## config.mk

```make
export PLATFORM = sky130hd
export DESIGN_NAME = csdi_cfg
export DESIGN_NICKNAME = d
export VERILOG_FILES = /design/src/csdi_pkg.sv /design/src/csdi_cfg.sv
export SDC_FILE = /design/constraint.sdc
export NUM_CORES = 1
export LEC_CHECK = 0
export BUFFER_PORTS_ARGS = -buffer_cell sky130_fd_sc_hd__buf_2
export CELL_PAD_IN_SITES_DETAIL_PLACEMENT = 0
export CELL_PAD_IN_SITES_GLOBAL_PLACEMENT = 2
export CORE_ASPECT_RATIO = 1.4
export CORE_MARGIN = 1
export CORE_UTILIZATION = 30
export CTS_BUF_LIST = sky130_fd_sc_hd__clkbuf_4 sky130_fd_sc_hd__clkbuf_8
export DETAILED_ROUTE_END_ITERATION = 8
export GPL_TIMING_DRIVEN = 0
export PLACE_DENSITY = 0.81
export SYNTH_ARGS = -nofsm -noshare
export SYNTH_HDL_FRONTEND = slang
export SYNTH_SLANG_ARGS = --single-unit
```

## constraint.sdc

```tcl
create_clock -name clk_i -period 0.8 [get_ports clk_i]
set_input_delay 0 -clock clk_i [delete_from_list [all_inputs] [get_ports clk_i]]
set_output_delay 0 -clock clk_i [all_outputs]
set_load 0.01 [all_outputs]
```

## src/csdi_pkg.sv

```systemverilog
`timescale 1ns / 1ps
package csdi_pkg;

  localparam int DATA_W         = 32;
  localparam int COEF_W         = 17;
  localparam int MAX_AXES       = 3;
  localparam int MODE_W         = 3;
  localparam int REG_IDX_W      = 3;
  localparam int CSDI_FRAC_BITS = 16;
  localparam int CSDI_AXES      = 3;

  // configuration register indexes
  localparam logic [REG_IDX_W-1:0] REG_STIFFNESS_X = 3'd0;
  localparam logic [REG_IDX_W-1:0] REG_STIFFNESS_Y = 3'd1;
  localparam logic [REG_IDX_W-1:0] REG_STIFFNESS_Z = 3'd2;
  localparam logic [REG_IDX_W-1:0] REG_DAMPING_X   = 3'd3;
  localparam logic [REG_IDX_W-1:0] REG_DAMPING_Y   = 3'd4;
  localparam logic [REG_IDX_W-1:0] REG_DAMPING_Z   = 3'd5;
  localparam logic [REG_IDX_W-1:0] REG_DT_OVER_M   = 3'd6;
  localparam logic [REG_IDX_W-1:0] REG_TIME_STEP   = 3'd7;

  // damping resets to exactly one in Q1.16
  localparam logic [COEF_W-1:0] DAMPING_RESET = 17'h1_0000;

  typedef enum logic [1:0] {
    ALU_ADD,
    ALU_SUB,
    ALU_MUL
  } alu_op_e;

  // add/sub: a op b; mul: coef (unsigned) * b, scaled back by the fraction bits
  typedef struct packed {
    alu_op_e           op;
    logic [DATA_W-1:0] coef;
    logic [DATA_W-1:0] a;
    logic [DATA_W-1:0] b;
  } alu_req_t;

  typedef struct packed {
    logic [MAX_AXES-1:0][DATA_W-1:0] stiffness;
    logic [MAX_AXES-1:0][COEF_W-1:0] damping;
    logic [DATA_W-1:0]               dt_over_mass;
    logic [COEF_W-1:0]               time_step;
  } cfg_t;

endpackage

```

## src/csdi_cfg.sv

```systemverilog
`timescale 1ns / 1ps
module csdi_cfg (
  input  logic                               clk_i,
  input  logic                               rst_ni,
  input  logic                               cfg_we_i,
  input  logic [csdi_pkg::REG_IDX_W-1:0]     cfg_addr_i,
  input  logic [csdi_pkg::DATA_W-1:0]        cfg_wdata_i,
  output csdi_pkg::cfg_t                     cfg_o
);
  import csdi_pkg::*;

  cfg_t cfg_d, cfg_q;

  always_comb begin
    cfg_d = cfg_q;
    if (cfg_we_i) begin
      case (cfg_addr_i)
        REG_STIFFNESS_X: cfg_d.stiffness[0] = cfg_wdata_i;
        REG_STIFFNESS_Y: cfg_d.stiffness[1] = cfg_wdata_i;
        REG_STIFFNESS_Z: cfg_d.stiffness[2] = cfg_wdata_i;
        REG_DAMPING_X:   cfg_d.damping[0]   = cfg_wdata_i[COEF_W-1:0];
        REG_DAMPING_Y:   cfg_d.damping[1]   = cfg_wdata_i[COEF_W-1:0];
        REG_DAMPING_Z:   cfg_d.damping[2]   = cfg_wdata_i[COEF_W-1:0];
        REG_DT_OVER_M:   cfg_d.dt_over_mass = cfg_wdata_i;
        REG_TIME_STEP:   cfg_d.time_step    = cfg_wdata_i[COEF_W-1:0];
        default: ;
      endcase
    end
  end

  always_ff @(posedge clk_i or negedge rst_ni) begin
    if (!rst_ni) begin
      cfg_q.stiffness    <= '0;
      cfg_q.damping      <= {MAX_AXES{DAMPING_RESET}};
      cfg_q.dt_over_mass <= '0;
      cfg_q.time_step    <= '0;
    end else begin
      cfg_q <= cfg_d;
    end
  end

  assign cfg_o = cfg_q;

endmodule

```

==> flow_metrics.env <==
export IMPL_hold_path_class="input port to async pin"
export IMPL_violations="negative hold slack, negative setup slack"
export IMPL_hpwl_um=13900
export IMPL_critPathLaunchType="flop"
export IMPL_initial_utilization=0.308
export IMPL_vias_per_cell=4.46
export IMPL_critical_path_required_ps=800
export IMPL_grt_pass1_vias=5498
export IMPL_insertion_delay_ps=470
export IMPL_drt_pass1_iterations=4
export IMPL_total_power_uw=30900
export IMPL_ys_seq_area_frac=0.660
export IMPL_cts_tree="yes"
export IMPL_rrSetupSlack_ps=-130
export IMPL_drtIter0Drc=151
export IMPL_overflow=0
export IMPL_n_fill_cell=2111
export IMPL_grt_use_met1=0.192
export IMPL_setup_slack_ps=-360
export IMPL_synth_top_area_cell="dfrtp_1"
export IMPL_ys_types=16
export IMPL_regToRegEndpoint="cfg_o[136]"
export IMPL_routedWlPerCell_um=18.7
export IMPL_grt_busiest_layer="met2"
export IMPL_gp_congestion=0.762
export IMPL_core_area_um2=24100
export IMPL_htree_levels=4
export IMPL_synth_top_cell_area_share=0.649
export IMPL_ys_ff_latch=196
export IMPL_grt_max_degree=105
export IMPL_drv_slew=0
export IMPL_setup_viol=278
export IMPL_crit_slowest_cell="dfstp_2"
export IMPL_ys_warnings_count=0
export IMPL_pin_count=234
export IMPL_ctsRootBufferMaster="clkbuf_8"
export IMPL_muxShareOfSynthArea=0.298
export IMPL_clk_path_buf_depth=2
export IMPL_route_detailed_drc=0
export IMPL_numCtsBuffers=17
export IMPL_end_kind="output pin"
export IMPL_cts_hold_buf=32
export IMPL_final_nets=826
export IMPL_slew_headroom=0.526
export IMPL_worst_pin_slew_ps=712
export IMPL_synth_xor_area_frac=0
export IMPL_worstPathCellList="buf_6"
export IMPL_clkSlewWorstSetupHoldPaths_ps=110
export IMPL_yosys_area_share_simple=0.0163
export IMPL_timing_hold_ws_ps=-485
export IMPL_reg2reg_depth=2
export IMPL_multi_input_area_um2=2770
export IMPL_grt_use_met3=0.0401
export IMPL_min_period_ps=1160
export IMPL_fp_dieH_um=188
export IMPL_routed_wl_um=20700
export IMPL_fmax_mhz=862
export IMPL_synthesis_nets=461
export IMPL_fp_dieArea_um2=25500
export IMPL_synth_top_family_by_area="multiplexers"
export IMPL_syn_to_final_growth_pct=55.5
export IMPL_path_buf_inv=1
export IMPL_crit_type="flop to output pin"
export IMPL_grtUsageTotal=0.165
export IMPL_powerDensity_nw_per_um2=2670
export IMPL_syn_inst=423
export IMPL_rsz0062_at_grt="true"
export IMPL_insertedDiodeCount=0
export IMPL_portBuffers=229
export IMPL_critical_path_max_stage_delay_ps=570
export IMPL_peakVddDrop_mv=1.16
export IMPL_ant_nets=0
export IMPL_rows=67
export IMPL_cap_violations=0
export IMPL_worstPathArrival_ps=1160
export IMPL_synthAdderAreaFrac=0
export IMPL_leakage_uw=0.00567
export IMPL_grt_use_met2=0.292
export IMPL_vias=4950
export IMPL_finalCritPeriodShare=1.45
export IMPL_regArea_um2=4910
export IMPL_post_place_ws_ps=-693
export IMPL_crit_family="flip-flops"
export IMPL_status="complete, but fails checks"
export IMPL_rr_startpoint="cfg_o[136]"
export IMPL_clkSinkCount=196
export IMPL_synth_compound_area_share=0
export IMPL_grt_pass1_wl_um=31700
export IMPL_synth_area_top_cells="dfrtp_1 (65%), mux2_2 (29%), buf_6 (1.8%)"
export IMPL_drive_gt1_frac=0.717
export IMPL_antenna_found_initial=0
export IMPL_syn_area_per_cell_um2=17.6
export IMPL_largest_register_ffs=196
export IMPL_cp_max_fo=2
export IMPL_syn_area_um2=7440
export IMPL_fin_skew_ps=0
export IMPL_hold_viol_final=92
export IMPL_dieWidth_um=135
## how the worst max path moves through the flow
stage             startpoint         end  slack, ps  depth (start not counted)
2_1_floorplan  cfg_addr_i[2]  cfg_o[105]       -370                          4
3_3_place_gp          rst_ni   cfg_o[55]      -3230                          1
3_5_place_dp   cfg_addr_i[2]  cfg_o[123]       -690                          4
4_1_cts            cfg_o[82]   cfg_o[82]       -410                          1
5_1_grt            cfg_o[82]   cfg_o[82]       -420                          1
6_report           cfg_o[82]   cfg_o[82]       -360                          1
## cell usage after synthesis (all sizes together)
master  instances
mux2          196
dfrtp         193
buf            21
and4bb          3
dfstp           3
nand4b          3
clkbuf          2
nand4           1
nor4b           1
## logic make-up (layout without fill, tap and decap cells)
group,after synthesis,after routing
DFF,196,196
muxes,196,196
and+or+nand+nor,8,8
buffers and inverters,23,401
## metal layers
layer	vias up	wire length [um]
met5	-	0
met4	0	387
met3	25	1050
met2	145	10800
met1	2567	8510
li1	2213	-
## power breakdown
part | switching, uW | internal, uW | total [uW]
Sequential | 1450 | 12100 | 13600
Combinational | 3610 | 6280 | 9900
Clock | 3630 | 3800 | 7430
Total | 8690 | 22200 | 30900
## cells in the final DEF (no fill, tap or decap)
cell,netlist,final
and4bb_1,1,1
and4bb_2,2,2
buf_12,0,2
buf_16,0,1
buf_2,6,164
buf_4,3,30
buf_6,12,129
buf_8,0,9
bufinv_16,0,5
clkbuf_4,0,1
clkbuf_8,0,19
clkinv_4,0,1
clkinvlp_4,0,4
dfrtp_1,193,193
dfstp_2,3,3
dlygate4sd3_1,0,32
inv_6,0,4
mux2_2,190,82
mux2_4,2,114
nand4_2,1,1
nand4b_1,1,1
nand4b_4,1,2
nor4b_4,1,1
## final cells by class
type / instances / area share
Sequential cell: 196 / 0.424
Multi-Input combinational cell: 204 / 0.239
Timing Repair Buffer: 346 / 0.237
Tap cell: 310 / 0.0335
Buffer: 23 / 0.0263
Clock buffer: 18 / 0.0209
Clock inverter: 14 / 0.0193
## metrics by stage
stage	utilization	instance area [um^2]	setup TNS [ps]	cells	hold WS, ps
4_1_cts	0.459	11100	-56220	1096	-487
3_5_place_dp	0.392	9460	-108900	963	62.6
2_1_floorplan	-	7890	-46790	423	-296
5_1_grt	0.479	11600	-62740	1111	-467
6_report	0.479	11600	-47710	1111	-485
3_3_place_gp	0.390	9420	-705880	962	260
## worst register-to-register path, delay by kind of cell, from the launching register on
family                 cells  cell delay (ps)
buffers and inverters      1              130
flip-flops                 1              430
multiplexers               1              260
## timing repair
action / 4_1_cts / 5_1_grt
buffers inserted: 69 / 36
hold endpoints to repair: 288 / 92
gates resized for setup: 64 / 85
setup endpoints to repair: 256 / 282
pin swaps: 1 / 0
(Power assumes the default switching activity.)
